<file path="config.mk">
export PLATFORM = sky130hd
export DESIGN_NAME = cts_front
export DESIGN_NICKNAME = d
export VERILOG_FILES = /design/src/rtl/cts_pkg.sv /design/src/rtl/cts_front.sv
export SDC_FILE = /design/constraint.sdc
export NUM_CORES = 1
export LEC_CHECK = 0
export BUFFER_PORTS_ARGS = -buffer_cell sky130_fd_sc_hd__buf_4
export CAP_MARGIN = 20
export CORE_MARGIN = 2
export CORE_UTILIZATION = 30
export DETAILED_ROUTE_END_ITERATION = 8
export PLACE_DENSITY = 0.95
export SLEW_MARGIN = 20
export SYNTH_ARGS = -nofsm -noshare
export SYNTH_HDL_FRONTEND = slang
export SYNTH_SLANG_ARGS = --single-unit
export TNS_END_PERCENT = 5
</file>
<file path="constraint.sdc">
create_clock -name vclk -period 2.6
set_input_delay 0 -clock vclk [all_inputs]
set_output_delay 0 -clock vclk [all_outputs]
set_load 0.02 [all_outputs]
</file>
<file path="src/rtl/cts_pkg.sv">
`timescale 1ns / 1ps

package cts_pkg;

	localparam int POS_W       = 10;
	localparam int LEN_W       = 11;
	localparam int RAD_W       = 6;
	localparam int DATA_W      = 32;
	localparam int WGT_W       = RAD_W + 1;
	localparam int PROD_W      = DATA_W + WGT_W + 1;
	localparam int ACC_W       = 45;
	localparam int QUO_W       = 32;
	localparam int REM_W       = ACC_W - QUO_W;
	localparam int DIV_W       = 2 * WGT_W - 1;
	localparam int QUEUE_DEPTH = 4;
	localparam int PADDR_W     = 3;
	localparam int PDATA_W     = 32;

	localparam logic KIND_STORE = 1'b0;
	localparam logic KIND_QUERY = 1'b1;

	localparam logic REG_RING_LENGTH = 1'b0;
	localparam logic REG_RADIUS      = 1'b1;

	localparam logic STATUS_OK    = 1'b0;
	localparam logic STATUS_RANGE = 1'b1;

	typedef enum logic [1:0] {
		OP_STORE,
		OP_QUERY,
		OP_ERROR
	} op_t;

	typedef struct packed {
		op_t                       op;
		logic [POS_W-1:0]          pos;
		logic signed [DATA_W-1:0]  value;
	} entry_t;

	typedef struct packed {
		logic                      err;
		logic [POS_W-1:0]          pos;
		logic signed [ACC_W-1:0]   sum;
	} job_t;

	typedef struct packed {
		logic [LEN_W-1:0] length;
		logic [RAD_W-1:0] radius;
	} cfg_t;

endpackage

</file>
<file path="src/rtl/cts_front.sv">
`timescale 1ns / 1ps

module cts_front (
	input  logic                            item_valid,
	output logic                            item_ready,
	input  logic                            kind,
	input  logic [cts_pkg::POS_W-1:0]       position,
	input  logic signed [cts_pkg::DATA_W-1:0] sample_value,
	input  cts_pkg::cfg_t                   cfg,
	input  logic                            queue_full,
	output logic                            push,
	output cts_pkg::entry_t                 entry
);
	import cts_pkg::*;

	logic in_range;

	assign in_range   = {1'b0, position} < cfg.length;
	assign item_ready = !queue_full;

	// drop stores outside the ring; queries always go on, flagged if out of range
	assign push = item_valid && item_ready && (kind == KIND_QUERY || in_range);

	always_comb begin
		entry.pos   = position;
		entry.value = sample_value;
		if (kind == KIND_STORE) begin
			entry.op = OP_STORE;
		end else if (in_range) begin
			entry.op = OP_QUERY;
		end else begin
			entry.op = OP_ERROR;
		end
	end

endmodule

</file>
Yosys cells after proc, flatten, opt, wreduce, memory -nomap -nowiden. Cells that the tools add are included.

Flip-flop bits (word level): 0. Bits of input ports: 62. Output and inout bits: 46. Word-level logic and storage cells: 7.

$lt $le $gt $ge: 1. Muxes and demuxes: 2. Reduce and logical (&&, ||, !) cells: 4.

Operators with widths (number): $lt A10 B11 Y1 (1); $mux W2 (2); $logic_and A1 B1 Y1 (2); $logic_not A1 Y1 (1); $logic_or A1 B1 Y1 (1).

Logic depth before layout (Yosys ltp). Gate-level depths: netlist of the first run.

Word-level depth: 3. Depth in mapped cells: 6. Gate-level depth less buffers: 6.

Worst setup path after synthesis of the first run. No wires, ideal clock.

Path kind: input port to output port. From: in cfg[14] in the netlist's numbering. To: out push. Arrival: 1173 ps. Required time: 2600 ps. Slack: 1427 ps. Stages: 6. Path buffers: 0. Path through: inv_1 > ha_1 > a21oi_2 > o22ai_1 > a211o_1 > a31oi_1.

Word-level cells in the longest chain between the ends: 3.

Ends and longest elaborated chain: start: declaration (RTL line cts_front.sv:9) `input cts_pkg::cfg_t cfg,`; $lt A10 B11 Y1 (RTL line cts_front.sv:18) `assign in_range = {1'b0, position} < cfg.length;`; $logic_or A1 B1 Y1 (RTL line cts_front.sv:22) `assign push = item_valid && item_ready && (kind == KIND_QUERY || in_range);`; $logic_and A1 B1 Y1 (RTL line cts_front.sv:22); end: declaration (RTL line cts_front.sv:11) `output logic push,`.

Every way passes these cells.

Final worst setup path of the first run.
From: in position[8] in the netlist's numbering. To: out push.

Word-level cells in the longest chain between the ends: 3.

Ends and longest elaborated chain: start: declaration (RTL line cts_front.sv:7) `input logic [cts_pkg::POS_W-1:0] position,`; $lt A10 B11 Y1 (RTL line cts_front.sv:18); $logic_or A1 B1 Y1 (RTL line cts_front.sv:22); $logic_and A1 B1 Y1 (RTL line cts_front.sv:22).

Every way passes these cells.

==> impl_metrics.csv, run 1 <==
group,metric,value,unit
outcome,status,"complete, no violations",
layout,utilization,0.312,
floorplanning,die_area,2360,µm²
floorplanning,core,1920,µm²
timing,finalCriticalPeriod,1270,ps
timing,period_share,0.489,
floorplanning,core.rowCount,16,
layout,fin_nets,155,
drt,antenna_left,0,
flow_run,maxCapViolations,0,
layout,fillers,228,
timing,fin_hold_ws,0.00883,ps
synth,syn_area,596,µm²
floorplanning,die_w,48.6,µm
global_route,globalRouteOverflowTotal,0,
layout,drive_above_1_share,0.476,
drt,wire_per_inst,11.7,µm
timing,setup_tns,0,ps
place,io_buffer_count,38,
clocking,post_cts_buffers,0,
drt,first_pass_iters,4,
layout,seq_cell_count,0,
timing,max_freq,787,MHz
place,place.gp.congestion,0.628,
timing,slew_viol_final,0,
global_route,grt_pass1_wl,1810,µm
layout,seqCellArea,0,µm²
power,peakVddDrop,0.0000425,V
place,place_hpwl,1200,µm
drt,drc,0,
worst_setup_path,crit_required,2600,ps
floorplanning,start_util,0.310,
worst_setup_path,path_class,"in2out",
layout,n_antenna_cell,0,
layout,n_clock_buffer,0,
worst_setup_path,critPathMaxFanout,2,
layout,layout-area-overhead-vs-synth,0.630,%
worst_setup_path,cp.arrival,1270,ps
synth,synth.yosys.seq_area_share,0,
synth,ys_types,15,
timing,setup_viol,0,
place,dpl.cell_count,109,
floorplanning,num_io_pins,108,
global_route,antenna_found_initial,0,
worst_setup_path,cp-end-kind,"output port",
global_route,first_global_vias,419,
floorplanning,die_h,48.6,µm
synth,avgSynthCellArea,6.93,µm²
global_route,grt_usage,0.0947,
timing,slew_headroom,0.852,
power,power,0.000104,W
timing,hold_viol,0,
worst_setup_path,startpoint_type,"input port",
drt,dr_total_vias,460,
synth,ys.warnings.count,0,
clocking,cts_resized,0,
synth,syn_inst,86,
worst_hold_path,hold_path.class,"in2out",
power,p_leak,0.366,nW
timing,grt_setup_unrepaired,"false",
drt,finalWirelength,1280,µm
drt,via_per_inst,4.22,
clocking,cts_hold_buf,0,
power,power.density,173,nW/µm²
drt,drt_iter0_drc,3,
layout,final_cells,109,
global_route,grt_start_max_net_pins,4,
synth,synth_nets,157,
timing,tightest_slew,222,ps
-- cell usage in the layout (no fill, tap or decap) --
| cell type | Yosys | final |
|---|---|---|
| a211o_1 | 1 | 1 |
| a21o_1 | 1 | 1 |
| a21oi_1 | 4 | 4 |
| a21oi_2 | 1 | 1 |
| a31oi_1 | 2 | 2 |
| and3_1 | 1 | 1 |
| buf_4 | 42 | 38 |
| ha_1 | 9 | 9 |
| inv_1 | 13 | 13 |
| nand2_1 | 5 | 5 |
| nand2b_1 | 1 | 1 |
| nor2_1 | 2 | 2 |
| nor2b_1 | 1 | 1 |
| o21ai_1 | 2 | 2 |
| o22ai_1 | 1 | 1 |
-- final timing paths --
path	from	cells after the start	end	slack, ps
setup / recovery	position[8]	7	push	1330
hold / removal	sample_value[27]	0	entry[27]	0.009
-- final cells by class --
| class | count | area, µm² | area share |
|---|---|---|---|
| timing repair buffer | 38 | 285 | 0.476 |
| tap | 27 | 33.8 | 0.0564 |
| inverter | 13 | 48.8 | 0.0814 |
| multi-input combinational | 31 | 231 | 0.386 |
-- metal layers --
metal  track usage  vias to the layer above  routed length, µm
met5             0                        -                  0
met1        0.0693                      198                332
met4        0.0381                        0                 36
met2         0.215                       32                746
li1              -                      222                  -
met3        0.0247                        8                165
-- synthesized netlist by cell type, drive strengths merged --
cell type,instances,area (µm²)
buf,42,315
nor2,2,7.51
nor2b,1,6.26
o22ai,1,6.26
a31oi,2,12.5
a21oi,5,28.8
nand2b,1,6.26
a211o,1,8.76
nand2,5,18.8
inv,13,48.8
a21o,1,7.51
and3,1,6.26
ha,9,113
o21ai,2,10.0
-- cells by family (layout without fill, tap and decap cells) --
logic type                 Yosys count  count (layout)  share of synthesized area
adders and majority gates            9               9                      0.189
and+or+nand+nor                     10              10                     0.0757
AOI/OAI and AO/OA                   12              12                      0.124
buffers and inverters               55              51                      0.611
-- where the power goes --
part / switching [W] / internal, W
Sequential: 0 / 0
Clock: 0 / 0
Combinational: 0.0000490 / 0.0000550
Total: 0.0000490 / 0.0000550
-- worst max-delay path, stage by stage --
cell     delay, ps
buf_4          120
ha_1           310
a21oi_2        130
o22ai_1        110
a211o_1        300
a31oi_1        140
buf_4          160
-- through the flow --
step / area, µm² / setup slack [ps]
3_5_place_dp: 599 / 1320
5_1_grt: 599 / 1250
6_report: 599 / 1330
4_1_cts: 599 / 1310
3_3_place_gp: 599 / 1360
2_1_floorplan: 596 / 1430
Power figures use the tool's default switching activity.
==> run 2: changes to the inputs <==
Settings changed: ABC_AREA set to 1, CORE_UTILIZATION 30 to 29, PLACE_DENSITY 0.95 to 0.93.
Clock period 2.6 ns to 1.35 ns, I/O delays scaled along.
==> impl_metrics.csv, run 2 <==
group,metric,value,unit
floorplanning,start_util,0.298,
drt,wire_per_inst,7.51,µm
synth,ys.warnings.count,0,
clocking,cts_resized,0,
layout,fillers,253,
synth,syn_inst,103,
synth,yosys.area_share.simple,0.160,
layout,drive_above_1_share,0.424,
global_route,grt_start_max_net_pins,4,
worst_setup_path,critPathMaxFanout,3,
outcome,status,"complete, no violations",
synth,synth.area.mux_share,0,
floorplanning,die_h,51,µm
global_route,grt_pass1_wl,1560,µm
floorplanning,die_w,51,µm
layout,final_cells,127,
place,place_hpwl,889,µm
synth,ys_types,11,
timing,max_freq,927,MHz
timing,finalCriticalPeriod,1080,ps
place,dpl.cell_count,127,
timing,grt_setup_unrepaired,"false",
drt,antenna_left,0,
timing,hold_viol,0,
layout,final_cell_mix,"buf_4 (38), inv_1 (21), nand2_1 (18)",
place,place.gp.congestion,0.604,
worst_hold_path,holdPathStages,0,
worst_hold_path,min_to,"entry[23]",
synth,yosys.cell_count.top_type,"buf_4",
timing,setup_viol,0,
drt,via_per_inst,3.90,
global_route,first_global_vias,436,
place,io_buffer_count,38,
floorplanning,core.rowCount,17,
drt,first_pass_iters,2,
worst_setup_path,cp.arrival,1080,ps
layout,n_clock_buffer,0,
synth,yosys-top-cells-count,"buf_4 (42), inv_1 (21), nand2_1 (18)",
timing,slew_headroom,0.921,
clocking,post_cts_buffers,0,
flow_run,maxCapViolations,0,
worst_setup_path,startpoint_type,"input port",
worst_hold_path,hold_path.class,"in2out",
synth,avgSynthCellArea,6.22,µm²
synth,synth_area_leader_cell,"buf_4",
synth,synthTopCellsByArea,"buf_4 (49%), ha_1 (18%), inv_1 (12%), nand2_1 (11%), nor2_1 (2.9%)",
synth,synthAdderAreaFrac,0.176,
worst_hold_path,hp-start,"sample_value[23]",
timing,setup_tns,0,ps
synth,synth_top_family_by_area,"buffers and inverters",
layout,fin_nets,172,
synth,synth_top_area_share,0.492,
power,p_leak,0.447,nW
synth,syn_area,641,µm²
global_route,antenna_found_initial,0,
layout,utilization,0.301,
timing,period_share,0.799,
worst_setup_path,cp-end-kind,"output port",
power,peakVddDrop,0.0000850,V
worst_setup_path,crit_required,1350,ps
floorplanning,die_area,2600,µm²
synth,synth_compound_gate_area_share,0.0371,
global_route,grt_usage,0.0714,
global_route,globalRouteOverflowTotal,0,
clocking,cts_hold_buf,0,
synth,synth_nets,174,
layout,n_antenna_cell,0,
drt,drc,0,
worst_setup_path,path_class,"in2out",
floorplanning,core,2150,µm²
power,power.density,315,nW/µm²
layout,seq_cell_count,0,
drt,drt_iter0_drc,1,
synth,synth_xor_area_frac,0,
timing,slew_viol_final,0,
drt,dr_total_vias,495,
floorplanning,num_io_pins,108,
drt,finalWirelength,954,µm
power,power,0.000203,W
worst_setup_path,crit_start,"position[8]",
layout,seqCellArea,0,µm²
layout,final_common_cell,"buf_4",
layout,layout-area-overhead-vs-synth,0.781,%
synth,synth.yosys.seq_area_share,0,
timing,tightest_slew,118,ps
-- run 2: cell types whose count changed after synthesis, moves of 2 or more --
cell     change
o21ai_1      -2
nand2_1     +13
nor2_1       +3
inv_1        +8
a31oi_1      -2
-- run 2: cell families (layout without fill, tap and decap cells) --
kind of cell,count (synthesis),in the layout
AND/OR/NAND/NOR,25,25
buffers and inverters,65,61
adder cells (fa/ha/maj),9,9
AO/OA/AOI/OAI,4,4
-- run 2: routing by layer --
layer	global-route usage	share of wire
met5	0	0
met4	0.0315	0.040
met3	0.0234	0.16
met2	0.141	0.49
met1	0.0649	0.31
-- run 2: layout make-up --
| class | count | area (µm²) | area share |
|---|---|---|---|
| inverter | 23 | 86.3 | 0.134 |
| timing repair buffer | 38 | 285 | 0.442 |
| tap | 28 | 35.0 | 0.0543 |
| multi-input combinational | 38 | 239 | 0.370 |
-- run 2: how the worst max path moves through the flow --
stage,to,slack (ps)
after floorplan,push,360
after global placement,push,270
after detailed placement,push,260
after CTS,push,260
after global routing,push,150
final,push,270
-- run 2: per-stage QoR --
stage                     setup WS, ps  hold WS, ps  cell area, µm²
after global placement             266        0.137             646
after CTS                          257        0.137             646
final                              272      0.00668             646
after floorplan                    358         84.1             641
after global routing               151       0.0293             646
after detailed placement           259        0.137             646
-- run 2: where the power goes --
part	total (W)	internal [W]	switching [W]
combinational	0.000203	0.000106	0.0000975
clock	0	0	0
sequential	0	0	0
total	0.000203	0.000106	0.0000975
-- run 2: critical path, stage by stage --
cell and delay [ps]:
buf_4 110, ha_1 300, nand2_1 70, inv_1 30, nand2_1 70, inv_1 50
nand2_2 60, nand3_2 90, a21oi_1 130, buf_4 150
==> run 3: changes to the inputs <==
Settings changed: CORE_UTILIZATION 29 to 26, PLACE_DENSITY 0.93 to 0.89.
Clock period 1.35 ns to 0.99 ns, I/O delays scaled along.
==> impl_metrics.csv, run 3 (synthesis results as in run 2) <==
group,metric,value,unit
worst_hold_path,hp-start,"sample_value[1]",
power,p_seq_frac,0,
layout,n_antenna_cell,0,
drt,antenna_left,0,
timing,finalCriticalPeriod,1010,ps
worst_setup_path,crit_required,990,ps
worst_setup_path,critPathMaxFanout,3,
power,p_leak,0.462,nW
global_route,grt_pass1_wl,1830,µm
drt,drt_iter0_drc,0,
global_route,antenna_found_initial,0,
drt,wire_per_inst,10.5,µm
worst_hold_path,min_to,"entry[1]",
layout,utilization,0.384,
flow_run,maxCapViolations,0,
drt,via_per_inst,4.11,
drt,finalWirelength,1340,µm
place,place.gp.congestion,0.607,
place,place_hpwl,1040,µm
layout,final_cell_mix,"buf_4 (26), buf_6 (11), inv_2 (10), inv_1 (10), nand2_2 (10)",
layout,seqCellArea,0,µm²
floorplanning,die_h,53.6,µm
timing,tightest_slew,238,ps
layout,layout-area-overhead-vs-synth,36.5,%
layout,drive_above_1_share,0.778,
timing,max_freq,992,MHz
clocking,cts_hold_buf,0,
drt,first_pass_iters,1,
global_route,grt_start_max_net_pins,4,
place,io_buffer_count,38,
worst_setup_path,slowest_delay,200,ps
worst_setup_path,cp-end-kind,"output port",
worst_setup_path,cp.arrival,1010,ps
floorplanning,num_io_pins,108,
global_route,first_global_vias,465,
timing,hold_viol,0,
drt,dr_total_vias,522,
power,p_sw_frac,0.472,
floorplanning,die_area,2880,µm²
worst_hold_path,hold_path.class,"in2out",
layout,fin_nets,172,
power,cell_internal_pwr,0.000212,W
floorplanning,die_w,53.6,µm
outcome,violations,"setup timing",
place,pre_cts_slack,-124,ps
layout,seq_cell_count,0,
clocking,post_cts_buffers,0,
global_route,grt_usage,0.0836,
worst_setup_path,startpoint_type,"input port",
drt,drc,0,
power,power.density,460,nW/µm²
timing,grt_setup_unrepaired,"true",
layout,final_common_cell,"buf_4",
floorplanning,core,2280,µm²
timing,slew_headroom,0.841,
timing,period_share,1.02,
worst_hold_path,holdPathStages,0,
floorplanning,start_util,0.281,
power,peakVddDrop,0.000157,V
worst_setup_path,cpMaxStageDelayCell,"ha_4",
floorplanning,core.rowCount,17,
worst_setup_path,cp_cell_sequence,"buf_6 -> inv_2 -> ha_4 -> nand2_1 -> nand2_2 -> a21oi_4 -> nand3_4 -> a21oi_4 -> buf_6",
timing,worst_slack,-17.6,ps
outcome,status,"finished, violations left",
worst_setup_path,path_class,"in2out",
power,switchingPower,0.000190,W
layout,n_clock_buffer,0,
global_route,globalRouteOverflowTotal,0,
timing,setup_viol,2,
power,p_comb_frac,1.000,
timing,slew_viol_final,0,
power,power,0.000402,W
power,p_clk_frac,0,
## run 3: cell counts in the layout (fill, tap and decap cells not counted)
No cell type changed its count.
## run 3: layer usage
| layer | track usage | up-vias | routed length, µm |
|---|---|---|---|
| met5 | 0 | - | 0 |
| met4 | 0.0556 | 0 | 111 |
| met3 | 0.0194 | 20 | 180 |
| met2 | 0.163 | 35 | 672 |
| met1 | 0.0759 | 216 | 370 |
| li1 | - | 251 | - |
## run 3: how the worst max path moves through the flow
stage / startpoint / to / slack, ps / cells after the start
after floorplan: cfg[15] / entry[42] / 50 / 9
after global placement: position[6] / push / -130 / 8
after detailed placement: position[6] / push / -120 / 8
after CTS: position[7] / entry[43] / -50 / 11
after global routing: cfg[15] / entry[43] / -80 / 10
final: cfg[14] / push / -20 / 9
## run 3: power groups by stage
stage,logic (W),clock network (W),registers (W)
after global placement,0.000284,0,0
after CTS,0.000364,0,0
final,0.000402,0,0
after detailed placement,0.000288,0,0
after global routing,0.000445,0,0
after floorplan,0.000359,0,0
## run 3: final cells by class
type | instances | area (µm²)
well taps | 28 | 35.0
repair buffers | 38 | 334
inverters | 23 | 92.6
multi-input cells | 38 | 413
fillers | 240 | 1400
## run 3: worst max-delay path, delay by kind of cell
kind	cells	cell delay, ps
fa+ha+maj	1	200
simple gates	3	250
compound gates	2	300
buf+inv	3	270
## run 3: repair_timing
action                     in CTS  in global routing
resized for setup              30                 22
pin swaps                      16                 17
cloned                          0                  0
setup endpoints to repair       3                  3
## run 3: per-stage QoR
| stage | hold WS (ps) | std cells | area [µm²] | setup TNS, ps |
|---|---|---|---|---|
| after global placement | 0.137 | 127 | 649 | -315 |
| after floorplan | 84.1 | 103 | 644 | 0 |
| final | 0.00884 | 127 | 875 | -19.7 |
| after detailed placement | 0.137 | 127 | 649 | -312 |
| after global routing | 0.0292 | 127 | 875 | -218 |
| after CTS | 0.137 | 127 | 797 | -101 |
