$ cat src/rtl/cts_pkg.sv
`timescale 1ns / 1ps

package cts_pkg;

	localparam int POS_W       = 10;
	localparam int LEN_W       = 11;
	localparam int RAD_W       = 6;
	localparam int DATA_W      = 32;
	localparam int WGT_W       = RAD_W + 1;
	localparam int PROD_W      = DATA_W + WGT_W + 1;
	localparam int ACC_W       = 45;
	localparam int QUO_W       = 32;
	localparam int REM_W       = ACC_W - QUO_W;
	localparam int DIV_W       = 2 * WGT_W - 1;
	localparam int QUEUE_DEPTH = 4;
	localparam int PADDR_W     = 3;
	localparam int PDATA_W     = 32;

	localparam logic KIND_STORE = 1'b0;
	localparam logic KIND_QUERY = 1'b1;

	localparam logic REG_RING_LENGTH = 1'b0;
	localparam logic REG_RADIUS      = 1'b1;

	localparam logic STATUS_OK    = 1'b0;
	localparam logic STATUS_RANGE = 1'b1;

	typedef enum logic [1:0] {
		OP_STORE,
		OP_QUERY,
		OP_ERROR
	} op_t;

	typedef struct packed {
		op_t                       op;
		logic [POS_W-1:0]          pos;
		logic signed [DATA_W-1:0]  value;
	} entry_t;

	typedef struct packed {
		logic                      err;
		logic [POS_W-1:0]          pos;
		logic signed [ACC_W-1:0]   sum;
	} job_t;

	typedef struct packed {
		logic [LEN_W-1:0] length;
		logic [RAD_W-1:0] radius;
	} cfg_t;

endpackage

$ cat src/rtl/cts_queue.sv
`timescale 1ns / 1ps

module cts_queue (
	input  logic            clk,
	input  logic            arst_n,
	input  logic            push,
	input  cts_pkg::entry_t push_entry,
	output logic            full,
	input  logic            pop,
	output logic            head_valid,
	output cts_pkg::entry_t head
);
	import cts_pkg::*;

	localparam int PTR_W = $clog2(QUEUE_DEPTH);
	localparam int CNT_W = $clog2(QUEUE_DEPTH + 1);

	entry_t             slot_q [QUEUE_DEPTH];
	logic [PTR_W-1:0]   wr_ptr_q;
	logic [PTR_W-1:0]   rd_ptr_q;
	logic [CNT_W-1:0]   count_q;

	assign full       = count_q == CNT_W'(QUEUE_DEPTH);
	assign head_valid = count_q != '0;
	assign head       = slot_q[rd_ptr_q];

	always_ff @(posedge clk) begin
		if (push) begin
			slot_q[wr_ptr_q] <= push_entry;
		end
	end

	always_ff @(posedge clk or negedge arst_n) begin
		if (!arst_n) begin
			wr_ptr_q <= '0;
			rd_ptr_q <= '0;
			count_q  <= '0;
		end else begin
			if (push) begin
				wr_ptr_q <= wr_ptr_q + PTR_W'(1);
			end
			if (pop) begin
				rd_ptr_q <= rd_ptr_q + PTR_W'(1);
			end
			if (push && !pop) begin
				count_q <= count_q + CNT_W'(1);
			end else if (pop && !push) begin
				count_q <= count_q - CNT_W'(1);
			end
		end
	end

	a_count_bound: assert property (@(posedge clk) disable iff (!arst_n)
		count_q <= CNT_W'(QUEUE_DEPTH))
		else $error("queue count beyond depth");

	a_no_pop_empty: assert property (@(posedge clk) disable iff (!arst_n)
		pop |-> count_q != '0)
		else $error("queue popped while empty");

endmodule

$ cat config.mk
export PLATFORM = sky130hd
export DESIGN_NAME = cts_queue
export DESIGN_NICKNAME = d
export VERILOG_FILES = /design/src/rtl/cts_pkg.sv /design/src/rtl/cts_queue.sv
export SDC_FILE = /design/constraint.sdc
export NUM_CORES = 1
export LEC_CHECK = 0
export ABC_AREA = 1
export BUFFER_PORTS_ARGS = -buffer_cell sky130_fd_sc_hd__clkbuf_2
export CORE_ASPECT_RATIO = 0.75
export CORE_MARGIN = 2
export CORE_UTILIZATION = 45
export DETAILED_ROUTE_END_ITERATION = 10
export SLEW_MARGIN = 20
export SYNTH_ARGS = -nofsm -noshare
export SYNTH_HDL_FRONTEND = slang
export SYNTH_SLANG_ARGS = --single-unit
$ cat constraint.sdc
create_clock -name clk -period 5.65 [get_ports clk]
set_input_delay 0.2825 -clock clk [delete_from_list [all_inputs] [get_ports clk]]
set_output_delay 0.2825 -clock clk [all_outputs]
set_load 0.02 [all_outputs]
-- Word-level counts from Yosys, hierarchy flattened
Memory sizes are Yosys's and may differ from the RTL's.
Cells that the tools add are included.
- register bits: 7
- bits in writable memories: 176
- bits of input ports: 48
- output and inout bits: 46
- word-level logic and storage cells: 19
- memories: 1
- memories (name ; depth ; bits a word ; rd ports ; clocked after Yosys merged registers in ; write ports ; RTL line ; text):
    slot_q ; 4 ; 44 ; 1 ; 0 ; 1 ; cts_queue.sv:18 ; entry_t slot_q [QUEUE_DEPTH];
- add/sub/neg operators: 4
- eq/ne operators: 1
- mux-type cells: 4
- reductions and logical operators: 6
- operator list (kind ; count):
    two-way mux 3 bit ; 2
    adder 2 x 1 -> 2 bit, second input constant ; 2
    adder 3 x 1 -> 3 bit, second input constant ; 1
    equality test 3 bit, second input constant ; 1
    nonzero test 3 bit ; 1
    subtractor 3 x 1 -> 3 bit, second input constant ; 1
    logical AND 1 bit ; 2
    logical NOT 1 bit ; 2
    two-way mux 1 bit ; 2
    nonzero test 2 bit ; 1

-- Logic depth before layout (Yosys ltp)
Gate-level depths: netlist (run 1).
- depth after elaboration: 4
- gate-level depth with buffers: 9
- gate-level depth less buffers: 9

-- Least setup slack after synthesis (run 1)
Ideal clock, no wire load.
- path type: register to register
- start point: register wr_ptr_q[0]
- end point: memory slot_q[2][0] (netlist bit) (enable)
- setup time: 398 ps
- arrival time: 1529 ps
- required time: 5252 ps
- slack: 3723 ps
- stages on the path, launching flop included: 5
- buffers on the path: 0
- clock period less this slack: 1927 ps
- cell sequence: dfrtp_1 -> inv_1 -> ha_1 -> nand2_1 -> inv_1
- RTL lines (element ; RTL line ; text):
    from (decl) ; cts_queue.sv:19 ; logic [PTR_W-1:0] wr_ptr_q;
    from (signal assigned) ; cts_queue.sv:40 ; wr_ptr_q <= wr_ptr_q + PTR_W'(1);
    to (decl) ; cts_queue.sv:18 ;
Straight into the memory's write port.

==> results of run 1 <==
## cell type report
type                       instances  area share (%)
sequential                       183           63.41
multi-input combinational        249           16.20
inverter                         100           4.355
clock buffer                      20           5.067
tap                              210           3.049
clock inverter                    12           1.553
timing repair buffer             101           6.359
## routing by layer
layer	vias to the layer above	GRT usage [%]	share of wire, %
met5	-	0	0
met4	0	5.741	1.0
met3	12	5.310	5.6
met2	114	26.76	49
met1	2060	20.58	45
li1	2122	-	-
## Yosys cell counts (all sizes together)
library cell,n,area (um2)
edfxtp,176,5285
nand2,146,548.0
inv,100,375.4
o211ai,88,705.7
buf,29,249.0
dfrtp,7,175.2
ha,5,62.56
xor2,3,26.28
clkbuf,1,3.750
fa,1,20.02
nand3,1,5.000
nand4,1,6.260
nor2,1,3.750
nor3,1,5.000
o21ai,1,5.000
xnor2,1,8.760
## power breakdown
group | switching [W] | internal, W | total (W)
clock network | 0.000451 | 0.000686 | 0.00114
logic | 0.00115 | 0.000496 | 0.00165
registers | 0.000105 | 0.00178 | 0.00189
## critical path, stage by stage, from the launching register on
cell	delay (ps)
dfrtp_4	650
buf_16	320
buf_4	600
nand2_1	130
o211ai_1	130
nand2_1	100
clkbuf_2	170
## final timing paths
kind,startpoint,to,cells past startpoint
max,rd_ptr_q[0],head[29],6
min,push_entry[37],slot_q[2][37],1
max reg2reg,rd_ptr_q[0],rd_ptr_q[1],4
min reg2reg,count_q[2],count_q[2],2
max in group asynchronous,arst_n,rd_ptr_q[0],2
min in group asynchronous,arst_n,count_q[1],2
## cell families (layout without fill, tap and decap cells)
family	after synthesis	after routing	share of synthesized area, %
simple gates	150	150	7.589
xor+xnor	4	4	0.4682
compound gates	89	89	9.495
buf+inv	130	233	8.392
flops	183	183	72.95
fa+ha+maj	6	6	1.103
## cell usage in the layout (no fill, tap or decap)
cell type and count:
dfrtp_1 5, inv_1 95, clkinv_1 4, xor2_1 3
fa_1 1, nand2_1 146, buf_16 1, clkbuf_1 3
dfrtp_4 1, o211ai_1 79, o21ai_1 1, inv_2 5
dfrtp_2 1, clkbuf_16 17, o211ai_2 9, nor3_1 1
edfxtp_1 176, clkinv_4 1, nand3_1 1, bufinv_16 3
ha_1 5, xnor2_1 1, clkbuf_2 93, dlygate4sd3_1 1
buf_4 6, nand4_1 1, nor2_1 1, clkinv_2 4
## metrics by stage
step                hold WS (ps)  instance area, um2  power, W
finish                     70.36                8618  0.004674
global route               57.55                8618  0.004973
CTS                        54.83                8591  0.004724
detailed placement         132.7                8010  0.003575
global placement           129.8                8010  0.003534
floorplan                 -13.09                7485  0.003152
## registers in the layout (all words and copies together) (netlist names)
register / cells
slot_q: 176
count_q: 3
rd_ptr_q: 2
wr_ptr_q: 2
==> qor.yml, run 1 <==
status: "finished, final reports clean"
die_x_um: 152.9
grt_pass1_vias: 4195
fillers: 1350
syn-instance-count: 562
crit_path_end_kind: "output port"
track_usage_pct: 16.25
area_delta_synth_final_pct: 15.15
diodes: 0
syn_nets: 616
clock_latency_ps: 420
peakVddDrop_mv: 0.2498
multi_input_area_um2: 1396
drt-pass1-iter-count: 5
yosysSeqAreaShare_pct: 72.95
grt_pass1_wl_mm: 21.54
finalSetupTns_ps: 0
instances_no_fill: 875
wl_per_cell_um: 15.68
first_iter_violations: 261
startpoint_type: "register"
worst_pin_slew_ps: 1074
place_congestion: 0.7015
clock-sinks: 183
numPlacedInstances: 841
cp.required_ps: 5370
clk_root_buffer_cell: "clkbuf_16"
htree_num_levels: 4
drv_cap: 0
layout.nets: 706
grt_max_degree: 110
cts_hold_buf: 1
crit_arrival_ps: 2600
vias: 4308
cts_buffer_depth: 2
dp.final_hpwl_mm: 7.561
seqCellArea_um2: 5465
fin_ws_ps: 2763
wl_mm: 13.72
synth-seq-cells: 183
reg2reg_slack_ps: 3540
cts_resized: 0
hold_viol: 0
die_h_um: 115.7
hold_path.class: "primary input to register"
syn_area_per_cell_um2: 13.32
skew_ps: 6.724
dieArea_um2: 17690
finalCriticalPeriod_ps: 2887
place_ws_ps: 3000
p_leak_nw: 3.526
synth.cell_area_um2: 7485
io_pins: 94
path_clk_slew_ps: 60
vias_per_cell: 4.923
critical_path.max_fanout: 82
num_rows: 40
cts_buffers: 17
antenna_found_initial: 0
initial_core_util_pct: 46.30
drive_gt1_share_pct: 21.20
io_buffers: 93
relSlewSlack_pct: 28.42
path_class: "register to output port"
post-route-period-util_pct: 51.10
cts_setup_buffers: 0
setup_viol: 0
overflow: 0
pwr_density_cell_nw_per_um2: 542.4
synth_cell_types: 21
rsz0062_at_grt: "false"
drc: 0
ys_warn_count: 0
fin_util_pct: 53.31
cts_tree: "built"
ant_nets: 0
core_area_um2: 16170
fmax_ghz: 0.3464
slew_violations: 0
No activity file was read; power rests on OpenSTA's default activity.
==> inputs of run 2 (changes only) <==
==> constraint.sdc (replaced) <==
create_clock -name clk -period 2.7 [get_ports clk]
set_input_delay 0.135 -clock clk [delete_from_list [all_inputs] [get_ports clk]]
set_output_delay 0.135 -clock clk [all_outputs]
set_load 0.02 [all_outputs]
==> run 2 against run 1 <==
Utilization rose by 3.5 points. Die area is the same. Register-to-register slack got worse by 2700 ps. Setup slack worse by 2300 ps. Clock power is 130% higher. Cell count grew 5.0%. Critical path depth fell by 1. Flip-flop and latch count unchanged. Sequential share of layout area down 3.9 points. Power increased by 120%. Via count up 4.1%. Clock skew hardly changed. Critical endpoint is now head[1].
==> qor.yml, run 2 (same netlist as run 1, synthesis figures left out) <==
finalSetupTns_ps: 0  # unchanged
path_class: "register to output port"
instances_no_fill: 919  # +5.0%
r2r_end: "slot_q[1][25]"
clk_root_buffer_cell: "clkbuf_16"
core_area_um2: 16170  # unchanged
dieArea_um2: 17690  # unchanged
place_congestion: 0.7241  # +3.2%
final_common_cell: "edfxtp_1"
relSlewSlack_pct: 49.97  # +22 points
drc: 0  # unchanged
vias: 4483  # +4.1%
peakVddDrop_mv: 0.5791  # +130%
seqCellArea_um2: 5465  # unchanged
post-route-period-util_pct: 81.89
cts_hold_buf: 46  # +45
drt-pass1-iter-count: 7  # +2
path_clk_slew_ps: 60  # about the same
skew_ps: 7.102  # +0.3776 ps
status: "finished, final reports clean"
setup_viol: 0  # unchanged
hold_viol: 0  # unchanged
finalCriticalPeriod_ps: 2211
cp.required_ps: 2570  # -2800 ps
largest_reg_flops: 176  # unchanged
place_ws_ps: 835.5  # -2164 ps
worst_pin_slew_ps: 749.4  # -324.3 ps
area_delta_synth_final_pct: 22.75
grt_max_degree: 70  # -36%
ant_nets: 0  # unchanged
final_cell_mix: "176 x edfxtp_1, 146 x nand2_1, 95 x inv_1"
cpMostUsedCell: "nand2_1"
clock-sinks: 183  # unchanged
cts_tree: "built"
fillers: 1306  # -3.3%
diodes: 0  # unchanged
clock_latency_ps: 410  # about the same
multi_input_area_um2: 1396  # unchanged
grt_pass1_vias: 4470  # +6.6%
grt_pass1_wl_mm: 23.45  # +8.9%
vias_per_cell: 4.878  # -0.92%
io_pins: 94  # unchanged
io_buffers: 93  # unchanged
crit_path_max_incr_delay_ps: 820  # +170 ps
min_to: "wr_ptr_q[1]"
crit_path_start: "rd_ptr_q[0]"
num_rows: 40  # unchanged
min-delay-start: "push"
overflow: 0  # unchanged
cts_setup_buffers: 0  # unchanged
total_power_w: 0.01017  # +120%
htree_num_levels: 4  # unchanged
fmax_ghz: 0.4523
layout.nets: 752  # +6.5%
cts_resized: 0  # unchanged
rr_worst_depth: 5  # +1
hold_path.class: "primary input to register"
worst_path_max_delay_cell: "dfrtp_4"
crit_path_end_kind: "output port"
largest-register: "slot_q"
dp.final_hpwl_mm: 8.656  # +14%
cts_buffers: 17  # unchanged
whs_path_depth: 2  # +1
track_usage_pct: 17.37  # +1.1 points
critical_path.max_fanout: 58  # -29%
die_x_um: 152.9  # unchanged
antenna_found_initial: 0  # unchanged
rsz0062_at_grt: "false"
initial_core_util_pct: 46.30  # unchanged
reg2reg_slack_ps: 870  # -2670 ps
first_iter_violations: 291  # +11%
slew_violations: 0  # unchanged
crit_chain: "buf_12 -> nand2_1 -> o211ai_1 -> nand2_1 -> clkbuf_2"
drive_gt1_share_pct: 19.89  # -1.3 points
p_leak_nw: 3.749  # +6.3%
fin_ws_ps: 489.0  # -2274 ps
numPlacedInstances: 843  # +0.24%
wl_mm: 14.58  # +6.2%
startpoint_type: "register"
rr_startpoint: "wr_ptr_q[1]"
crit_arrival_ps: 2080  # -520 ps
die_h_um: 115.7  # unchanged
reg.largest.list: "slot_q (176), count_q (3)"
drv_cap: 0  # unchanged
cts_buffer_depth: 2  # unchanged
pwr_density_cell_nw_per_um2: 1107  # +100%
wl_per_cell_um: 15.86  # +1.1%
==> run 2: changes by cell type in the layout (fill, tap and decap cells not counted), moves of 2 or more <==
cell	previous run	this run
buf_4	6	1
dlygate4sd3_1	1	46
buf_12	0	7
clkinv_2	4	0
bufinv_16	3	5
==> run 2: layout make-up <==
class | count | share of cell area (%)
clock buffers | 19 | 4.712
clock inverters | 11 | 1.975
inverters | 100 | 4.086
multi-input cells | 249 | 15.20
flip-flops and latches | 183 | 59.49
well taps | 210 | 2.860
repair buffers | 147 | 11.68
==> run 2: stage by stage <==
stage | cell area [um2] | hold WS, ps | utilization, %
floorplan | 7485 | -160.6 | -
finish | 9188 | 27.19 | 56.83
global route | 9188 | 47.59 | 56.83
detailed placement | 8113 | -5.635 | 50.19
CTS | 9188 | 17.35 | 56.83
global placement | 8113 | -13.92 | 50.19
==> run 2: metal layers <==
| metal | part of all wire, % | global-route usage [%] |
|---|---|---|
| met5 | 0 | 0 |
| met1 | 47 | 23.34 |
| met3 | 4.3 | 4.637 |
| met2 | 47 | 28.37 |
| met4 | 1.1 | 5.062 |
==> run 2: how the worst max path moves through the flow <==
stage | end | slack, ps | cells past startpoint
detailed placement | slot_q[1][28] | 840 | 5
finish | head[1] | 490 | 5
global route | head[39] | 330 | 5
CTS | head[1] | 450 | 5
global placement | slot_q[1][26] | 890 | 5
floorplan | slot_q[2][0] | 770 | 4
==> run 2: report_power, final <==
group | switching, W | total, W | internal [W]
logic | 0.00243 | 0.00359 | 0.00116
registers | 0.000279 | 0.00400 | 0.00373
clock network | 0.000955 | 0.00258 | 0.00162
total | 0.00367 | 0.0102 | 0.00651
==> run 2: worst max-delay path, delay by kind of cell (launching register included) <==
kind | cells | cell delay [ps]
buf+inv | 2 | 480
simple gates | 2 | 220
flops | 1 | 820
compound gates | 1 | 110
==> inputs of run 3 (changes only) <==
--- a/config.mk
+++ b/config.mk
@@ -11,6 +11,7 @@
 export CORE_MARGIN = 2
 export CORE_UTILIZATION = 45
 export DETAILED_ROUTE_END_ITERATION = 10
+export PLACE_DENSITY = 0.67
 export SLEW_MARGIN = 20
 export SYNTH_ARGS = -nofsm -noshare
 export SYNTH_HDL_FRONTEND = slang
==> constraint.sdc (replaced) <==
create_clock -name clk -period 1.95 [get_ports clk]
set_input_delay 0.0975 -clock clk [delete_from_list [all_inputs] [get_ports clk]]
set_output_delay 0.0975 -clock clk [all_outputs]
set_load 0.02 [all_outputs]
==> run 3 against run 2 <==
Flip-flop and latch count is the same. Sequential power grew 36%. Cell area grew 0.67%. Power grew 40%. Via count grew 2.5%. Clock power grew 36%. First-iteration DRC count grew 7.6%. Combinational power grew 47%. Wire length grew 4.5%. Sequential share of layout area shrank 0.39 points. Critical path depth shrank 1. Worst hold slack gained 15 ps. Critical path type unchanged. Critical endpoint is now head[20]. Largest power group unchanged. Highest routed layer unchanged.
==> qor.yml, run 3 (same netlist as run 1, synthesis figures left out) <==
layout.nets: 765  # +1.7%
diodes: 0  # unchanged
final_common_cell: "edfxtp_1"
cp_num_cells: 4  # -1
dp.final_hpwl_mm: 9.184  # +6.1%
status: "finished, final reports clean"
reg.largest.list: "slot_q (176), count_q (3)"
worst_path_max_delay_cell: "dfrtp_4"
finalSetupTns_ps: 0  # unchanged
vias_per_cell: 4.918  # +0.81%
relSlewSlack_pct: 72.06  # +22 points
cts_tree: "built"
rsz0062_at_grt: "false"
reg2reg_slack_ps: 450  # -420 ps
drt-pass1-iter-count: 5  # -2
core_area_um2: 16170  # unchanged
ant_nets: 0  # unchanged
final_cell_mix: "176 x edfxtp_1, 146 x nand2_1, 95 x inv_1"
die_x_um: 152.9  # unchanged
design_area_um2: 9249  # +0.67%
setup_viol: 0  # unchanged
skew_ps: 4.958  # -2.144 ps
htree_num_levels: 4  # unchanged
drv_cap: 0  # unchanged
io_buffers: 93  # unchanged
initial_core_util_pct: 46.30  # unchanged
vias: 4593  # +2.5%
largest-register: "slot_q"
placed_area_um2: 8138  # +0.31%
p_leak_nw: 3.804  # +1.5%
critical_path.max_fanout: 19  # -67%
startpoint_type: "register"
place_ws_ps: 389.6  # -445.9 ps
cts_buffer_depth: 2  # unchanged
area_delta_synth_final_pct: 23.57
fin_ws_ps: 86.34  # -402.6 ps
antenna_found_initial: 0  # unchanged
crit_path_end_kind: "output port"
first_iter_violations: 313  # +7.6%
fmax_ghz: 0.5366
die_h_um: 115.7  # unchanged
clock-sinks: 183  # unchanged
crit_arrival_ps: 1770  # -310 ps
rr_worst_depth: 5  # unchanged
post-route-period-util_pct: 95.57
finalCriticalPeriod_ps: 1864
cp.required_ps: 1850  # -720 ps
fin_util_pct: 57.21  # +0.38 points
place_congestion: 0.7349  # +1.5%
dieArea_um2: 17690  # unchanged
hold_path.class: "primary input to async pin"
clk_root_buffer_cell: "clkbuf_16"
pwr_density_cell_nw_per_um2: 1535  # +39%
wl_per_cell_um: 16.31  # +2.9%
clock_latency_ps: 420  # about the same
grt_pass1_wl_mm: 23.65  # +0.85%
grt_pass1_vias: 4472  # +0.045%
path_clk_slew_ps: 60  # about the same
hold_viol: 0  # unchanged
wl_mm: 15.24  # +4.5%
grt_max_degree: 45  # -36%
slew_violations: 0  # unchanged
critPathBufInv: 2  # unchanged
path_class: "register to output port"
cp_top_family: "flip-flops"
num_rows: 40  # unchanged
worst_pin_slew_ps: 419.0  # -330.4 ps
crit_path_max_incr_delay_ps: 580  # -240 ps
track_usage_pct: 17.72  # +0.35 points
peakVddDrop_mv: 1.060  # +83%
drive_gt1_share_pct: 22.24  # +2.4 points
total_power_w: 0.01420  # +40%
overflow: 0  # unchanged
drc: 0  # unchanged
cts_buffers: 17  # unchanged
crit_chain: "buf_4 -> o211ai_1 -> nand2_1 -> clkbuf_2"
fillers: 1302  # -0.31%
io_pins: 94  # unchanged
largest_reg_flops: 176  # unchanged
r2r_end: "slot_q[0][29]"
rr_startpoint: "wr_ptr_q[0]"
[run 3: what timing repair did]
| action | CTS | global route |
|---|---|---|
| hold buffers | 47 | 0 |
| hold endpoints to repair | 187 | 0 |
| setup buffers | 1 | 1 |
| gates resized for setup | 2 | 0 |
| setup endpoints to repair | 25 | 6 |
| pin swaps | 0 | 0 |
[run 3: layout make-up]
| type | count | area (um2) | share of cell area (%) |
|---|---|---|---|
| clock buffers | 20 | 466.7 | 5.046 |
| clock inverters | 12 | 148.9 | 1.610 |
| inverters | 100 | 377.9 | 4.085 |
| multi-input cells | 249 | 1396 | 15.10 |
| flip-flops and latches | 183 | 5465 | 59.09 |
| well taps | 210 | 262.8 | 2.841 |
| repair buffers | 160 | 1131 | 12.23 |
[run 3: worst max path at each step]
stage	startpoint	endpoint	slack [ps]
2_1_floorplan	wr_ptr_q[0]	slot_q[2][0]	20
3_3_place_gp	rd_ptr_q[0]	head[20]	410
3_5_place_dp	rd_ptr_q[0]	head[5]	390
4_1_cts	rd_ptr_q[0]	head[20]	20
5_1_grt	rd_ptr_q[0]	head[20]	20
6_report	rd_ptr_q[0]	head[20]	90
[run 3: routing by layer]
| layer | up-vias | GRT usage (%) | wire length (um) | share of wire, % |
|---|---|---|---|---|
| li1 | 2239 | - | - | - |
| met1 | 2177 | 23.36 | 6804 | 45 |
| met2 | 159 | 29.12 | 7105 | 47 |
| met3 | 18 | 4.600 | 1124 | 7.4 |
| met4 | 0 | 6.111 | 204 | 1.3 |
| met5 | - | 0 | 0 | 0 |
[run 3: stage by stage]
stage	hold WS (ps)	cells
final	42.00	934
after global routing	59.02	934
after floorplan	-198.1	562
after CTS	29.03	933
after detailed placement	-51.15	853
after global placement	-53.01	853
[run 3: power by group]
| group | internal [W] | switching [W] | total (W) |
|---|---|---|---|
| Combinational | 0.00170 | 0.00356 | 0.00526 |
| Clock | 0.00211 | 0.00139 | 0.00350 |
| Sequential | 0.00516 | 0.000276 | 0.00544 |
| Total | 0.00897 | 0.00523 | 0.0142 |
